## src/sv/bvm_pkg.sv

```systemverilog
`timescale 1ns / 1ps

package bvm_pkg;

    // Field widths
    localparam int ADC_W      = 12;
    localparam int MV_W       = 16;
    localparam int CFG_MV_W   = 14;
    localparam int GAIN_W     = 16;
    localparam int PCT_W      = 7;
    localparam int Q_FRAC     = 12;

    // Configuration port
    localparam int CFG_IDX_W  = 3;
    localparam int CFG_DATA_W = 16;

    localparam logic [CFG_IDX_W-1:0] CFG_FULL_MV  = 3'd0;
    localparam logic [CFG_IDX_W-1:0] CFG_EMPTY_MV = 3'd1;
    localparam logic [CFG_IDX_W-1:0] CFG_CUTOFF   = 3'd2;
    localparam logic [CFG_IDX_W-1:0] CFG_GAIN     = 3'd3;

    // Register reset values
    localparam logic [CFG_MV_W-1:0] FULL_MV_RST   = 14'd3200;
    localparam logic [CFG_MV_W-1:0] EMPTY_MV_RST  = 14'd2000;
    localparam logic [CFG_MV_W-1:0] CUTOFF_MV_RST = 14'd2100;
    localparam logic [GAIN_W-1:0]   GAIN_RST      = 16'd12811;
    localparam logic [MV_W-1:0]     HELD_AVG_RST  = 16'd3200;

    // Percentage mapping
    localparam int                 PCT_SCALE = 100;
    localparam logic [PCT_W-1:0]   PCT_MAX   = 7'd100;
    localparam logic [PCT_W-1:0]   PCT_MIN   = 7'd0;
    localparam int                 PCT_NUM_W = CFG_MV_W + PCT_W;

    // Shared divider step counts: the quotient of the average fits 16 bits,
    // the quotient of the percentage fits 7 bits.
    localparam int AVG_STEPS = MV_W;
    localparam int PCT_STEPS = PCT_W;
    localparam int DCNT_W    = 4;

    typedef struct packed {
        logic [ADC_W-1:0] adc_mv;
        logic             read_ok;
        logic             usb_powered;
    } t_in;

    typedef struct packed {
        logic [MV_W-1:0]  battery_mv;
        logic [MV_W-1:0]  average_mv;
        logic [PCT_W-1:0] charge_pct;
        logic             below_cutoff;
        logic             shutdown_request;
    } t_out;

    typedef struct packed {
        logic capture;
        logic scale;
        logic accum;
        logic avg_div_load;
        logic div_step;
        logic avg_save;
        logic pct_prep;
        logic pct_save;
        logic out_load;
    } t_dp_cmd;

    typedef struct packed {
        logic read_ok;
        logic sum_last;
        logic div_last;
        logic pct_divide;
    } t_dp_sts;

endpackage

```

## src/sv/bvm_datapath.sv

```systemverilog
`timescale 1ns / 1ps

module bvm_datapath #(
    parameter int WINDOW = 5
) (
    input  logic                          i_clk,
    input  logic                          i_rst_n,
    input  logic                          i_cfg_we,
    input  logic [bvm_pkg::CFG_IDX_W-1:0]  i_cfg_idx,
    input  logic [bvm_pkg::CFG_DATA_W-1:0] i_cfg_data,
    input  bvm_pkg::t_in                  i_in_data,
    input  bvm_pkg::t_dp_cmd              i_cmd,
    output bvm_pkg::t_dp_sts              o_sts,
    output bvm_pkg::t_out                 o_out_data
);
    import bvm_pkg::*;

    localparam int IDX_W  = (WINDOW > 1) ? $clog2(WINDOW) : 1;
    localparam int CNT_W  = $clog2(WINDOW + 1);
    localparam int SUM_W  = MV_W + CNT_W;
    localparam int DW     = (SUM_W > PCT_NUM_W) ? SUM_W : PCT_NUM_W;
    localparam int PROD_W = ADC_W + GAIN_W;

    logic [CFG_MV_W-1:0] r_full_mv;
    logic [CFG_MV_W-1:0] r_empty_mv;
    logic [CFG_MV_W-1:0] r_cutoff_mv;
    logic [GAIN_W-1:0]   r_gain;

    t_in                 r_in;
    logic [MV_W-1:0]     r_batt;
    logic [MV_W-1:0]     r_ring [WINDOW];
    logic [IDX_W-1:0]    r_slot;
    logic                r_ring_full;
    logic [CNT_W-1:0]    r_count;
    logic [IDX_W-1:0]    r_idx;
    logic [SUM_W-1:0]    r_acc;

    logic [DW-1:0]       r_rem;
    logic [DW-1:0]       r_dsh;
    logic [MV_W-1:0]     r_quo;
    logic [DCNT_W-1:0]   r_dcnt;

    logic [MV_W-1:0]     r_held_avg;
    logic [PCT_W-1:0]    r_held_pct;
    t_out                r_out;

    logic [PROD_W-1:0]       w_prod;
    logic [MV_W-1:0]         w_batt;
    logic                    w_ge;
    logic [CFG_MV_W-1:0]     w_span;
    logic [CFG_MV_W-1:0]     w_diff;
    logic [PCT_NUM_W-1:0]    w_pct_num;
    logic                    w_no_span;
    logic                    w_at_full;
    logic                    w_at_empty;
    logic                    w_in_range;
    logic [PCT_W-1:0]        w_clamp_pct;
    logic                    w_low;

    assign w_prod = PROD_W'(r_in.adc_mv) * PROD_W'(r_gain);
    assign w_batt = w_prod[Q_FRAC +: MV_W];

    assign w_ge = (r_rem >= r_dsh);

    // The difference fits 14 bits whenever the average lies strictly inside the span.
    assign w_span      = r_full_mv - r_empty_mv;
    assign w_diff      = r_held_avg[CFG_MV_W-1:0] - r_empty_mv;
    assign w_pct_num   = PCT_NUM_W'(w_diff) * PCT_NUM_W'(PCT_SCALE);
    assign w_no_span   = (r_full_mv <= r_empty_mv);
    assign w_at_full   = (r_held_avg >= MV_W'(r_full_mv));
    assign w_at_empty  = (r_held_avg <= MV_W'(r_empty_mv));
    assign w_in_range  = !w_no_span && !w_at_full && !w_at_empty;
    assign w_clamp_pct = (!w_no_span && w_at_full) ? PCT_MAX : PCT_MIN;
    assign w_low       = (r_held_avg <= MV_W'(r_cutoff_mv));

    always_ff @(posedge i_clk) begin
        if (!i_rst_n) begin
            r_full_mv   <= FULL_MV_RST;
            r_empty_mv  <= EMPTY_MV_RST;
            r_cutoff_mv <= CUTOFF_MV_RST;
            r_gain      <= GAIN_RST;
        end else if (i_cfg_we) begin
            unique case (i_cfg_idx)
                CFG_FULL_MV:  r_full_mv   <= i_cfg_data[CFG_MV_W-1:0];
                CFG_EMPTY_MV: r_empty_mv  <= i_cfg_data[CFG_MV_W-1:0];
                CFG_CUTOFF:   r_cutoff_mv <= i_cfg_data[CFG_MV_W-1:0];
                CFG_GAIN:     r_gain      <= i_cfg_data[GAIN_W-1:0];
                default: begin
                end
            endcase
        end
    end

    // Ring storage has no reset; only written entries are ever summed.
    always_ff @(posedge i_clk) begin
        if (i_cmd.scale) begin
            r_ring[r_slot] <= w_batt;
        end
    end

    always_ff @(posedge i_clk) begin
        if (!i_rst_n) begin
            r_slot      <= '0;
            r_ring_full <= 1'b0;
            r_held_avg  <= HELD_AVG_RST;
            r_held_pct  <= PCT_MIN;
        end else begin
            if (i_cmd.scale) begin
                if (r_slot == IDX_W'(WINDOW - 1)) begin
                    r_slot      <= '0;
                    r_ring_full <= 1'b1;
                end else begin
                    r_slot <= r_slot + 1'b1;
                end
            end
            if (i_cmd.avg_save) begin
                r_held_avg <= r_quo;
            end
            if (i_cmd.pct_prep && !w_in_range) begin
                r_held_pct <= w_clamp_pct;
            end
            if (i_cmd.pct_save) begin
                r_held_pct <= r_quo[PCT_W-1:0];
            end
        end
    end

    always_ff @(posedge i_clk) begin
        if (i_cmd.capture) begin
            r_in   <= i_in_data;
            r_batt <= '0;
        end
        if (i_cmd.scale) begin
            r_batt <= w_batt;
            r_acc  <= '0;
            r_idx  <= '0;
            if (r_slot == IDX_W'(WINDOW - 1) || r_ring_full) begin
                r_count <= CNT_W'(WINDOW);
            end else begin
                r_count <= CNT_W'(r_slot) + 1'b1;
            end
        end
        if (i_cmd.accum) begin
            r_acc <= r_acc + SUM_W'(r_ring[r_idx]);
            r_idx <= r_idx + 1'b1;
        end
        if (i_cmd.avg_div_load) begin
            r_rem  <= DW'(r_acc);
            r_dsh  <= DW'(r_count) << (AVG_STEPS - 1);
            r_quo  <= '0;
            r_dcnt <= DCNT_W'(AVG_STEPS - 1);
        end
        if (i_cmd.pct_prep && w_in_range) begin
            r_rem  <= DW'(w_pct_num);
            r_dsh  <= DW'(w_span) << (PCT_STEPS - 1);
            r_quo  <= '0;
            r_dcnt <= DCNT_W'(PCT_STEPS - 1);
        end
        if (i_cmd.div_step) begin
            if (w_ge) begin
                r_rem <= r_rem - r_dsh;
            end
            r_quo  <= {r_quo[MV_W-2:0], w_ge};
            r_dsh  <= r_dsh >> 1;
            r_dcnt <= r_dcnt - 1'b1;
        end
        if (i_cmd.out_load) begin
            r_out.battery_mv       <= r_batt;
            r_out.average_mv       <= r_held_avg;
            r_out.charge_pct       <= r_held_pct;
            r_out.below_cutoff     <= w_low;
            r_out.shutdown_request <= r_in.read_ok && w_low && !r_in.usb_powered;
        end
    end

    always_comb begin
        o_sts.read_ok    = r_in.read_ok;
        o_sts.sum_last   = (CNT_W'(r_idx) == (r_count - 1'b1));
        o_sts.div_last   = (r_dcnt == '0);
        o_sts.pct_divide = w_in_range;
    end

    assign o_out_data = r_out;

endmodule

```

## src/sv/bvm_ctrl.sv

```systemverilog
`timescale 1ns / 1ps

module bvm_ctrl (
    input  logic             i_clk,
    input  logic             i_rst_n,
    input  logic             i_in_valid,
    output logic             o_in_ready,
    output logic             o_out_valid,
    input  logic             i_out_ready,
    input  bvm_pkg::t_dp_sts i_sts,
    output bvm_pkg::t_dp_cmd o_cmd
);
    import bvm_pkg::*;

    typedef enum logic [10:0] {
        S_IDLE     = 11'b000_0000_0001,
        S_SCALE    = 11'b000_0000_0010,
        S_SUM      = 11'b000_0000_0100,
        S_AVG_LOAD = 11'b000_0000_1000,
        S_AVG_DIV  = 11'b000_0001_0000,
        S_AVG_SAVE = 11'b000_0010_0000,
        S_PCT_PREP = 11'b000_0100_0000,
        S_PCT_DIV  = 11'b000_1000_0000,
        S_PCT_SAVE = 11'b001_0000_0000,
        S_FINISH   = 11'b010_0000_0000,
        S_SPARE    = 11'b100_0000_0000
    } t_state;

    t_state r_state;
    t_state n_state;
    logic   r_out_valid;
    logic   w_out_free;

    assign w_out_free = !r_out_valid || i_out_ready;

    always_comb begin
        n_state = r_state;
        o_cmd   = '0;
        unique case (r_state)
            S_IDLE: begin
                if (i_in_valid) begin
                    o_cmd.capture = 1'b1;
                    n_state       = S_SCALE;
                end
            end
            S_SCALE: begin
                if (i_sts.read_ok) begin
                    o_cmd.scale = 1'b1;
                    n_state     = S_SUM;
                end else begin
                    n_state = S_FINISH;
                end
            end
            S_SUM: begin
                o_cmd.accum = 1'b1;
                if (i_sts.sum_last) begin
                    n_state = S_AVG_LOAD;
                end
            end
            S_AVG_LOAD: begin
                o_cmd.avg_div_load = 1'b1;
                n_state            = S_AVG_DIV;
            end
            S_AVG_DIV: begin
                o_cmd.div_step = 1'b1;
                if (i_sts.div_last) begin
                    n_state = S_AVG_SAVE;
                end
            end
            S_AVG_SAVE: begin
                o_cmd.avg_save = 1'b1;
                n_state        = S_PCT_PREP;
            end
            S_PCT_PREP: begin
                o_cmd.pct_prep = 1'b1;
                n_state        = i_sts.pct_divide ? S_PCT_DIV : S_FINISH;
            end
            S_PCT_DIV: begin
                o_cmd.div_step = 1'b1;
                if (i_sts.div_last) begin
                    n_state = S_PCT_SAVE;
                end
            end
            S_PCT_SAVE: begin
                o_cmd.pct_save = 1'b1;
                n_state        = S_FINISH;
            end
            S_FINISH: begin
                if (w_out_free) begin
                    o_cmd.out_load = 1'b1;
                    n_state        = S_IDLE;
                end
            end
            default: begin
                n_state = S_IDLE;
            end
        endcase
    end

    always_ff @(posedge i_clk) begin
        if (!i_rst_n) begin
            r_state     <= S_IDLE;
            r_out_valid <= 1'b0;
        end else begin
            r_state <= n_state;
            if (o_cmd.out_load) begin
                r_out_valid <= 1'b1;
            end else if (i_out_ready) begin
                r_out_valid <= 1'b0;
            end
        end
    end

    assign o_in_ready  = (r_state == S_IDLE);
    assign o_out_valid = r_out_valid;

endmodule

```

## src/sv/battery_voltage_monitor_top.sv

```systemverilog
`timescale 1ns / 1ps
// A failed read skips scaling, summing and both divisions and goes straight to the result beat.
// A good read sums the filled ring entries (1 to WINDOW of them) and then runs the shared
// shift-subtract divider for the average (16 steps), then for the percentage (7 steps) unless it is clamped.
// One sample is handled at a time; the result beat waits until the output register is free.
// Reset is synchronous and active low; it restores the register defaults and empties the ring.

module battery_voltage_monitor_top #(
    parameter int WINDOW = 5
) (
    input  logic                          i_clk,
    input  logic                          i_rst_n,

    input  logic                          i_cfg_we,
    input  logic [bvm_pkg::CFG_IDX_W-1:0]  i_cfg_idx,
    input  logic [bvm_pkg::CFG_DATA_W-1:0] i_cfg_data,

    input  logic                          i_in_valid,
    output logic                          o_in_ready,
    input  bvm_pkg::t_in                  i_in_data,

    output logic                          o_out_valid,
    input  logic                          i_out_ready,
    output bvm_pkg::t_out                 o_out_data
);
    import bvm_pkg::*;

    // The controller sequences one sample at a time through scaling, summing the ring,
    // dividing for the average and, unless the percentage is clamped, dividing again
    // for the charge percentage. The datapath holds the configuration registers, the
    // sample ring, the accumulator, the divider and the output register.
    t_dp_cmd w_cmd;
    t_dp_sts w_sts;

    // The output register lets the controller go back to idle and take the next input
    // beat while the previous result beat still waits for the downstream side.
    bvm_ctrl u_ctrl (
        .i_clk       (i_clk),
        .i_rst_n     (i_rst_n),
        .i_in_valid  (i_in_valid),
        .o_in_ready  (o_in_ready),
        .o_out_valid (o_out_valid),
        .i_out_ready (i_out_ready),
        .i_sts       (w_sts),
        .o_cmd       (w_cmd)
    );

    // Scaling uses one 12 by 16 multiply; the percentage numerator uses a multiply by a
    // constant. Each product lands in a register before it is used again.
    bvm_datapath #(
        .WINDOW (WINDOW)
    ) u_datapath (
        .i_clk      (i_clk),
        .i_rst_n    (i_rst_n),
        .i_cfg_we   (i_cfg_we),
        .i_cfg_idx  (i_cfg_idx),
        .i_cfg_data (i_cfg_data),
        .i_in_data  (i_in_data),
        .i_cmd      (w_cmd),
        .o_sts      (w_sts),
        .o_out_data (o_out_data)
    );

    // Once a beat is taken the controller leaves idle, so the next cycle cannot take another.
    a_one_at_a_time: assert property (@(posedge i_clk) disable iff (!i_rst_n)
        (i_in_valid && o_in_ready) |=> !o_in_ready)
        else $error("input accepted while a sample is in progress");

    // A result is never written over one that the downstream side has not taken.
    a_no_overwrite: assert property (@(posedge i_clk) disable iff (!i_rst_n)
        w_cmd.out_load |-> (!o_out_valid || i_out_ready))
        else $error("output register overwritten before it was taken");

    // A shutdown request only comes with the low flag.
    a_shutdown_low: assert property (@(posedge i_clk) disable iff (!i_rst_n)
        o_out_valid |-> (!o_out_data.shutdown_request || o_out_data.below_cutoff))
        else $error("shutdown requested without the low flag");

    // The percentage stays within its range.
    a_pct_range: assert property (@(posedge i_clk) disable iff (!i_rst_n)
        o_out_valid |-> (o_out_data.charge_pct <= PCT_MAX))
        else $error("charge percentage above full");

endmodule
```

## config.mk

```make
export PLATFORM = sky130hd
export DESIGN_NAME = battery_voltage_monitor_top
export DESIGN_NICKNAME = d
export VERILOG_FILES = /design/src/sv/bvm_pkg.sv /design/src/sv/bvm_datapath.sv /design/src/sv/bvm_ctrl.sv /design/src/sv/battery_voltage_monitor_top.sv
export SDC_FILE = /design/constraint.sdc
export NUM_CORES = 1
export LEC_CHECK = 0
export ABC_AREA = 1
export BUFFER_PORTS_ARGS = -buffer_cell sky130_fd_sc_hd__buf_2
export CORE_MARGIN = 3
export CORE_UTILIZATION = 64
export DETAILED_ROUTE_END_ITERATION = 7
export PLACE_DENSITY = 0.9
export SKIP_LAST_GASP = 1
export SYNTH_ARGS = -nofsm -noshare
export SYNTH_HDL_FRONTEND = slang
export SYNTH_SLANG_ARGS = --single-unit
```

## constraint.sdc

```tcl
create_clock -name i_clk -period 7 [get_ports i_clk]
set_input_delay 1.75 -clock i_clk [delete_from_list [all_inputs] [get_ports i_clk]]
set_output_delay 1.75 -clock i_clk [all_outputs]
set_load 0.02 [all_outputs]
```

After elaboration in Yosys (flattened, before gate mapping)

Memory sizes are Yosys's and may differ from the RTL's. A register that Yosys moved wholly into a read port is not among the register bits.
Index checks and enable logic that the tools add are counted.

Register bits after elaboration: 254
RAM bits: 80
Bits of input ports: 38
Memories: 1

Memory list:

| name              | words | bits a word | rd ports | clocked after memory_dff | write ports | line               | text |
|---|---|---|---|---|---|---|---|
| u_datapath.r_ring | 5     | 16          | 1        | 1                        | 1           | bvm_datapath.sv:31 | `logic [MV_W-1:0] r_ring [WINDOW];` |

Add/sub/neg operators: 8
$mul: 2
Order comparisons: 5
Equality and inequality tests: 20
Multiplexer cells: 48
Reductions and logical operators: 29

Operator list:

| operator                                                              | number |
|---|---|
| 11-bit one-hot mux with 10 select lines                               | 1 |
| 21-bit two-way mux                                                    | 4 |
| 16-bit two-way mux                                                    | 5 |
| 19-bit two-way mux                                                    | 3 |
| 11-bit two-way mux                                                    | 5 |
| 20-bit two-way mux                                                    | 2 |
| 16-bit by 14-bit less-or-equal comparator with 1-bit output           | 2 |
| 12-bit by 16-bit multiplier with 28-bit output                        | 1 |
| 14-bit subtractor                                                     | 2 |
| 21-bit by 20-bit greater-or-equal comparator with 1-bit output        | 1 |
| 7-bit two-way mux                                                     | 3 |
| 21-bit by 20-bit subtractor with 21-bit output                        | 1 |
| 10-bit two-way mux                                                    | 2 |
| 19-bit by 16-bit adder with 19-bit output                             | 1 |
| 14-bit by 5-bit multiplier with 19-bit output (second input constant) | 1 |
| 16-bit by 14-bit greater-or-equal comparator with 1-bit output        | 1 |
| 1-bit two-way mux                                                     | 16 |
| 14-bit less-or-equal comparator                                       | 1 |
| 3-bit two-way mux                                                     | 4 |
| 4-bit two-way mux                                                     | 3 |
| 11-bit by 1-bit == test with 1-bit output (second input constant)     | 1 |
| 11-bit by 10-bit == test with 1-bit output (second input constant)    | 1 |
| 11-bit by 2-bit == test with 1-bit output (second input constant)     | 1 |
| 11-bit by 3-bit == test with 1-bit output (second input constant)     | 1 |
| 25 further kinds                                                      | 49 |

Longest topological paths before layout

Gate-level depths: netlist of the first run.

Word-level depth: 8
Gate-level depth with buffers: 27

By module

Synthesis of the first run repeated with hierarchy kept, for this count alone.

Cells, all modules: 3041
Area total of the unflattened synthesis: 24994.0 sq um

Modules (own cells, without submodules):

| module       | times used | cells each | area an instance (sq um) | sequential area each (sq um) |
|---|---|---|---|---|
| bvm_datapath | 1          | 2905       | 24139.4                  | 8668.3 |
| bvm_ctrl     | 1          | 136        | 854.6                    | 220.2 |

Least setup slack after synthesis of the first run

Ideal clock, no wire load.

Path type: input -> register
From: input i_out_ready
To: register u_datapath.r_out (netlist bit u_datapath.o_out_data[0]) (enable)
Arrival time: 5.730 ns
Data required time: 6.458 ns
Setup slack: 0.728 ns
Stages on the path: 2
Path buffers: 0
Cell sequence: nor2_1 > nor4_1

RTL lines:

| what        | line                              | text |
|---|---|---|
| from (decl) | battery_voltage_monitor_top.sv:23 | `input logic i_out_ready,` |
| to (decl)   | bvm_datapath.sv:45                | `t_out r_out;` |

Worst setup path in the final report of the first run

From: register u_datapath.r_in[10] in the netlist's numbering
To: register u_datapath.r_batt[11], data pin

Cells in the longest elaborated chain, start to end: 2

RTL lines:

| what                                           | line                | text |
|---|---|---|
| from (decl)                                    | bvm_datapath.sv:29  | `t_in r_in;` |
| from (signal assigned)                         | bvm_datapath.sv:130 | `r_in <= i_in_data;` |
| 12-bit by 16-bit multiplier with 28-bit output | bvm_datapath.sv:60  | `assign w_prod = PROD_W'(r_in.adc_mv) * PROD_W'(r_gain);` |
| named net u_datapath.w_prod[23]                | bvm_datapath.sv:47  | `logic [PROD_W-1:0] w_prod;` |
| 16-bit two-way mux                             | bvm_datapath.sv:133 | `if (i_cmd.scale) begin` |
| to (signal assigned)                           | bvm_datapath.sv:134 | `r_batt <= w_batt;` |
| to (decl)                                      | bvm_datapath.sv:30  | `logic [MV_W-1:0] r_batt;` |

The timed path passes the listed nets, and every way through them passes these cells.
A chain may end at the register's enable or synchronous reset.

==> results of run 1 <==
[Yosys cell counts, types with 36 or more instances]
cell type and n:
inv_1 536, xor2_1 36, nor2_1 278, ha_1 205, dfxtp_1 120, clkbuf_1 71
nand3_1 106, nand2_1 639, o21ai_0 170, edfxtp_1 216, fa_1 152, a21oi_1 184
[cells by family (layout without fill, tap and decap cells)]
logic type	Yosys count	count (layout)
AND/OR/NAND/NOR	1128	1128
buffers and inverters	638	700
AO/OA/AOI/OAI	461	461
adder cells (fa/ha/maj)	357	357
flip-flops	336	336
XOR/XNOR	64	64
[worst register-to-register path, delay by kind of cell, from the launching register on]
kind                     cells  cell delay, ns
AO/OA/AOI/OAI                1            0.20
XOR/XNOR                     1            0.48
adder cells (fa/ha/maj)      6            3.00
buffers and inverters        4            0.25
flip-flops                   1            0.76
AND/OR/NAND/NOR              6            0.98
[metal layers]
metal / wire length, um / share of wire, %
met1: 25300 / 38
met2: 31900 / 48
met3: 6600 / 9.9
met4: 2790 / 4.2
met5: 0 / 0
[final cells by class]
type                    count  area (um^2)  share of cell area [%]
repair buffers             93          498                    1.87
flip-flops and latches    336         8890                    33.4
multi-input cells        2010        13400                    50.4
clock buffers              49         1010                    3.80
clock inverters            14          110                   0.414
well taps                 511          639                    2.40
inverters                 544         2040                    7.68
[where the power goes]
group / internal, uW / leakage (uW) / switching [uW]
Clock: 1060 / 0.000548 / 802
Sequential: 2770 / 0.00297 / 120
Combinational: 1510 / 0.00942 / 3410
[registers in the layout, summed over array words and instances (netlist names), 4 cells and up, named ones only]
| name | flops |
|---|---|
| u_datapath.r_held_avg | 16 |
| u_datapath.r_held_pct | 7 |
| u_ctrl.r_state | 10 |
| u_datapath.r_rem | 21 |
| u_datapath.r_cutoff_mv | 14 |
| u_datapath.r_gain | 16 |
| u_datapath.r_empty_mv | 14 |
| u_datapath.r_batt | 16 |
| u_datapath.r_ring | 80 |
| u_datapath.r_dsh | 20 |
| u_datapath.r_acc | 19 |
| u_datapath.o_out_data | 41 |
| u_datapath.r_quo | 16 |
| u_datapath.r_in | 13 |
| u_datapath.r_dcnt | 4 |
| u_datapath.r_full_mv | 14 |
[stage by stage]
stage | instance area [um^2] | util [%] | hold WS [ns] | cells | setup WS (ns)
after global routing | 26600 | 70.3 | 0.426 | 3557 | 0.928
final | 26600 | 70.3 | 0.415 | 3557 | 1.21
after CTS | 26600 | 70.3 | 0.417 | 3557 | 1.39
after floorplan | 24700 | - | 0.400 | 2984 | 0.728
after detailed placement | 25500 | 67.3 | 0.407 | 3494 | 1.41
after global placement | 25500 | 67.3 | 0.402 | 3494 | 1.47
[worst max path at each step]
| stage | from | endpoint | slack [ns] | depth (start not counted) |
|---|---|---|---|---|
| 3_3_place_gp | u_datapath.r_in[8]$_DFFE_PP_ | u_datapath.r_batt[11]$_SDFFCE_PN0P_ | 1.47 | 20 |
| 3_5_place_dp | u_datapath.r_in[8]$_DFFE_PP_ | u_datapath.r_batt[11]$_SDFFCE_PN0P_ | 1.41 | 20 |
| 2_1_floorplan | i_out_ready | u_datapath.o_out_data[0]$_DFFE_PP_ | 0.73 | 2 |
| 4_1_cts | u_datapath.r_in[8]$_DFFE_PP_ | u_datapath.r_batt[11]$_SDFFCE_PN0P_ | 1.39 | 20 |
| 5_1_grt | u_datapath.r_in[8]$_DFFE_PP_ | u_datapath.r_batt[11]$_SDFFCE_PN0P_ | 0.93 | 20 |
| 6_report | u_datapath.r_in[10]$_DFFE_PP_ | u_datapath.r_batt[11]$_SDFFCE_PN0P_ | 1.21 | 18 |
==> results_dict.tcl, run 1 <==
set metrics [dict create \
    outcome "finished, final reports clean" \
    gr-usage-all-layers_pct 32.7 \
    synth_area_per_cell_um2 8.28 \
    antenna_found_initial 0 \
    clock.fmax_ghz 0.173 \
    setup_viol 0 \
    portBuffers 80 \
    cts_setup_buffers 0 \
    grt_max_degree 80 \
    max_cap_viol_count 0 \
    drtIter0Drc 2322 \
    die_h_um 202 \
    start_util_pct 65.3 \
    ctsRootBufferMaster "clkbuf_16" \
    cts.clk_slew.worst_paths_ns 0.06 \
    arrival_ns 6.19 \
    leakagePower_uw 0.0129 \
    clockBufferDepth 3 \
    ctsHoldBuffers 0 \
    synth-simple-area-share_pct 18.9 \
    hold_viol_final 0 \
    drt-total-wl_um 66600 \
    synth_edf_count 216 \
    nNetsFinal 3416 \
    slew_viol_final 0 \
    ir_drop_uv 475 \
    cts.sinks 336 \
    wl_per_cell_um 18.7 \
    num_antenna_cells 0 \
    fin_setup_tns_ns 0 \
    worstSetupPathType "reg2reg" \
    muxShareOfSynthArea_pct 0 \
    crit_path_frequent_cell "fa_1" \
    hold_path_depth 0 \
    synth_top_family_by_area "adder cells" \
    grt_pass1_wl_um 107000 \
    use_met1_pct 42.6 \
    mostFrequentLayoutCell "nand2_1" \
    via_per_inst 5.88 \
    antenna_left 0 \
    min_from "u_datapath.r_batt[3]$_SDFFCE_PN0P_" \
    grt_overflow 0 \
    cp.buffers_inverters 4 \
    start_kind "flip-flop" \
    gr-usage-met3_pct 5.71 \
    worst-r2r-cell-count 18 \
    crit_family "adder cells" \
    synth-main-ff-cell "edfxtp_1" \
    power_density_nw_per_um2 364 \
    rr_endpoint "u_datapath.r_batt[11]$_SDFFCE_PN0P_" \
    power_uw 9670 \
    coreArea_um2 37800 \
    yosysSeqAreaShare_pct 36.0 \
    whs_endpoint "u_datapath.o_out_data[28]$_DFFE_PP_" \
    cts_tree "built" \
    netlist.area_leader.share_pct 26.3 \
    synth_area_leader_cell "edfxtp_1" \
    gp_congestion 1.01 \
    dp_hpwl_um 50300 \
    design.die.area_um2 41000 \
    syn_to_final_growth_pct 7.70 \
    worst_slew_pin_slew_ns 1.05 \
    worstPathRequired_ns 7.41 \
    synth_cell_types 57 \
    cpMaxStageDelayCell "edfxtp_1" \
    synth-xor-area-share_pct 2.27 \
    htreeDepth 2 \
    synthAdderAreaFrac_pct 22.7 \
    cts_buffers 36 \
    synth-compound-area-share_pct 10.3 \
    r2r-start "u_datapath.r_in[10]$_DFFE_PP_" \
    netlist_area_um2 24700 \
    yosys-top-cells-area "edfxtp_1 (26%), fa_1 (12%), ha_1 (10%)" \
    worstPathCellList "nand2_1, fa_1, inv_1, fa_1, fa_1, fa_1, inv_1, fa_1, inv_1, ha_1, nand2_1, nor2_1, inv_1, nor2_1, nand4_1, o21ai_0, xor2_1, and2_1" \
    skew_ns 0.0242 \
    layout_common_cells "nand2_1 (638), inv_1 (536), nor2_1 (277)" \
    fill_cells 2859 \
    die_w_um 202 \
    slowest_delay_ns 0.76 \
    vias 20899 \
    insertion_delay_ns 0.55 \
    drc 0 \
    rows 71 \
    fin_crit_ns 5.79 \
    drive_gt1_share_pct 6.17 \
    slew_headroom_pct 30.1 \
    path_max_fanout 16 \
    grt_pass1_vias 20839 \
    hold_path.class "reg2reg" \
    dr.pass1.iters 8 \
    reg2reg_slack_ns 1.21 \
    cts_resized 0 \
    synth_warnings 0 \
    io_pins 81 \
    ys_ff_latch 336 \
    busiest_layer "met2" \
    grtUsageMet2_pct 55.3 \
    crit_path_end_kind "flip-flop" \
    syn-instance-count 2984 \
    synthesis.nets 3379 \
    fin_crit_sh_pct 82.7 \
    rsz0062_at_grt "false" \
    async_reset_ff_share_pct 0 \
]
No activity file was read; power rests on OpenSTA's default activity.
==> run 2: changes to the inputs <==
--- a/config.mk
+++ b/config.mk
@@ -8,9 +8,9 @@
 export ABC_AREA = 1
 export BUFFER_PORTS_ARGS = -buffer_cell sky130_fd_sc_hd__buf_2
 export CORE_MARGIN = 3
-export CORE_UTILIZATION = 64
+export CORE_UTILIZATION = 58
 export DETAILED_ROUTE_END_ITERATION = 7
-export PLACE_DENSITY = 0.9
+export PLACE_DENSITY = 0.86
 export SKIP_LAST_GASP = 1
 export SYNTH_ARGS = -nofsm -noshare
 export SYNTH_HDL_FRONTEND = slang
==> constraint.sdc (replaced) <==
create_clock -name i_clk -period 4.79 [get_ports i_clk]
set_input_delay 1.1975 -clock i_clk [delete_from_list [all_inputs] [get_ports i_clk]]
set_output_delay 1.1975 -clock i_clk [all_outputs]
set_load 0.02 [all_outputs]
==> results_dict.tcl, run 2 (synthesized netlist as in run 1, its figures left out) <==
set metrics [dict create \
    setup_viol 90 \
    die_w_um 212 \
    cts_tree "built" \
    cts_buffers 37 \
    gr-usage-all-layers_pct 31.2 \
    place_inst 3632 \
    cts.clk_slew.worst_paths_ns 0.07 \
    coreArea_um2 41500 \
    vias 21672 \
    mostFrequentLayoutCell "nand2_1" \
    drive_gt1_share_pct 17.4 \
    top_register "u_datapath.r_ring" \
    antenna_left 0 \
    cts.sinks 336 \
    layout_common_cells "nand2_1 (585), inv_1 (494), nor2_1 (254)" \
    wl_per_cell_um 19.5 \
    layout_setup_ws_ns -0.246 \
    antenna_found_initial 0 \
    die_h_um 212 \
    grt_pass1_vias 21607 \
    cpMaxStageDelayCell "fa_1" \
    htreeDepth 2 \
    max_cap_viol_count 0 \
    crit_path_end_kind "flip-flop" \
    rsz0062_at_grt "true" \
    crit_family "adder cells" \
    dp_hpwl_um 52300 \
    design.die.area_um2 45100 \
    worstPathRequired_ns 5.09 \
    largest_reg_flops 80 \
    power_density_nw_per_um2 695 \
    min_from "u_datapath.r_batt[7]$_SDFFCE_PN0P_" \
    ctsHoldBuffers 0 \
    whs_endpoint "u_datapath.o_out_data[32]$_DFFE_PP_" \
    final_cells 3733 \
    num_antenna_cells 0 \
    worst_slew_pin_slew_ns 1.16 \
    reg2reg_slack_ns -0.25 \
    ctsRootBufferMaster "clkbuf_16" \
    worstSetupPathType "reg2reg" \
    top_regs "u_datapath.r_ring x80, u_datapath.o_out_data x41, u_datapath.r_rem x21" \
    io_pins 81 \
    power_uw 20200 \
    fill_cells 2972 \
    cp.buffers_inverters 5 \
    fin_crit_ns 5.04 \
    violations "negative setup slack" \
    portBuffers 80 \
    gp_congestion 0.975 \
    worst-r2r-cell-count 20 \
    clockBufferDepth 3 \
    via_per_inst 5.81 \
    drtIter0Drc 2321 \
    hold_viol_final 0 \
    slew_headroom_pct 22.9 \
    ir_drop_uv 879 \
    arrival_ns 5.34 \
    syn_to_final_growth_pct 18.0 \
    drc 0 \
    hold_path_depth 0 \
    outcome "finished with violations" \
    rr_endpoint "u_datapath.r_batt[13]$_SDFFCE_PN0P_" \
    start_kind "flip-flop" \
    leakagePower_uw 0.0140 \
    path_max_fanout 5 \
    crit_path_frequent_cell "fa_1" \
    fin_crit_sh_pct 105 \
    fin_setup_tns_ns -14.18 \
    r2r-start "u_datapath.r_in[5]$_DFFE_PP_" \
    insertion_delay_ns 0.58 \
    hold_path.class "reg2reg" \
    grt_pass1_wl_um 111000 \
    grt_overflow 0 \
    start_util_pct 59.5 \
    rows 74 \
    pre_cts_ws_ns -0.454 \
    nNetsFinal 3567 \
    skew_ns 0.0265 \
    dr.pass1.iters 6 \
    drt-total-wl_um 72900 \
    clock.fmax_ghz 0.199 \
    slowest_delay_ns 0.57 \
    grt_max_degree 79 \
    slew_viol_final 0 \
    worstPathCellList "buf_6, buf_8, nand2_4, fa_1, fa_1, fa_1, inv_2, fa_1, inv_1, fa_1, inv_2, ha_4, a21o_1, nand2_1, nand2_2, a21oi_4, o21a_1, nand3_1, nand2_2, nor2_1" \
]
## run 2: cell count changes in the layout (fill, tap and decap cells not counted), moves of 16 or more
| cell | change |
|---|---|
| nor2_1 | -23 |
| buf_4 | +116 |
| nand2_2 | +34 |
| inv_2 | +41 |
| a21oi_2 | +20 |
| a21oi_1 | -28 |
| nand2_4 | +16 |
| buf_6 | +29 |
| nand2_1 | -53 |
| inv_1 | -42 |
## run 2: power breakdown
part	total (uW)	internal (uW)	leakage (uW)	switching, uW
Combinational	13000	5160	0.0104	7800
Clock	3140	1870	0.000662	1270
Sequential	4130	4050	0.00297	86.4
Total	20200	11100	0.0140	9160
## run 2: worst max path at each step
stage	slack, ns	endpoint	from	cells past startpoint
global route	-0.35	u_datapath.r_ring[2][8]$_DFFE_PP_	u_datapath.r_in[5]$_DFFE_PP_	20
detailed placement	-0.45	u_datapath.r_ring[0][4]$_DFFE_PP_	u_datapath.r_in[9]$_DFFE_PP_	17
floorplan	0.001	u_datapath.r_batt[11]$_SDFFCE_PN0P_	u_datapath.r_in[8]$_DFFE_PP_	19
finish	-0.25	u_datapath.r_batt[13]$_SDFFCE_PN0P_	u_datapath.r_in[5]$_DFFE_PP_	20
CTS	-0.09	u_datapath.r_batt[11]$_SDFFCE_PN0P_	u_datapath.r_in[6]$_DFFE_PP_	18
global placement	-0.42	u_datapath.r_ring[4][4]$_DFFE_PP_	u_datapath.r_in[11]$_DFFE_PP_	16
## run 2: through the flow
step	instance area (um^2)	utilization [%]	hold WS (ns)
5_1_grt	29100	70.2	0.428
3_3_place_gp	26500	63.9	0.403
6_report	29100	70.2	0.419
2_1_floorplan	24900	-	0.400
4_1_cts	28400	68.4	0.421
3_5_place_dp	26500	63.9	0.410
## run 2: final cells by class
cell class                      count  area, um^2  share of cell area, %
Tap cell                          532         666                   2.28
Inverter                          544        2040                   7.02
Clock buffer                       44        1010                   3.48
Sequential cell                   336        8910                   30.6
Timing Repair Buffer              243        1790                   6.15
Clock inverter                     24         328                   1.13
Multi-Input combinational cell   2010       14400                   49.4
## run 2: routing by layer
layer  wire length (um)  vias up  track usage (%)
li1                   -     9971                -
met1              27000    10267             38.3
met2              35900     1148             54.1
met3               5740      286             4.09
met4               4270        0             16.0
met5                  0        -                0
## run 2: worst register-to-register path, stage by stage, from the launching register on
cell	delay, ns
edfxtp_1	0.43
buf_6	0.15
buf_8	0.13
nand2_4	0.07
fa_1	0.43
fa_1	0.49
fa_1	0.52
inv_2	0.05
fa_1	0.58
inv_1	0.07
fa_1	0.50
inv_2	0.05
ha_4	0.27
a21o_1	0.23
nand2_1	0.09
nand2_2	0.08
a21oi_4	0.23
o21a_1	0.17
nand3_1	0.09
nand2_2	0.09
nor2_1	0.06
## run 2: what timing repair did
item                                   CTS  global route
setup buffers                           19            14
setup endpoints to repair               96           101
endpoints found under the hold margin    0             0
gates resized for setup                119           184
cloned                                   0             1
pin swaps                               60            74
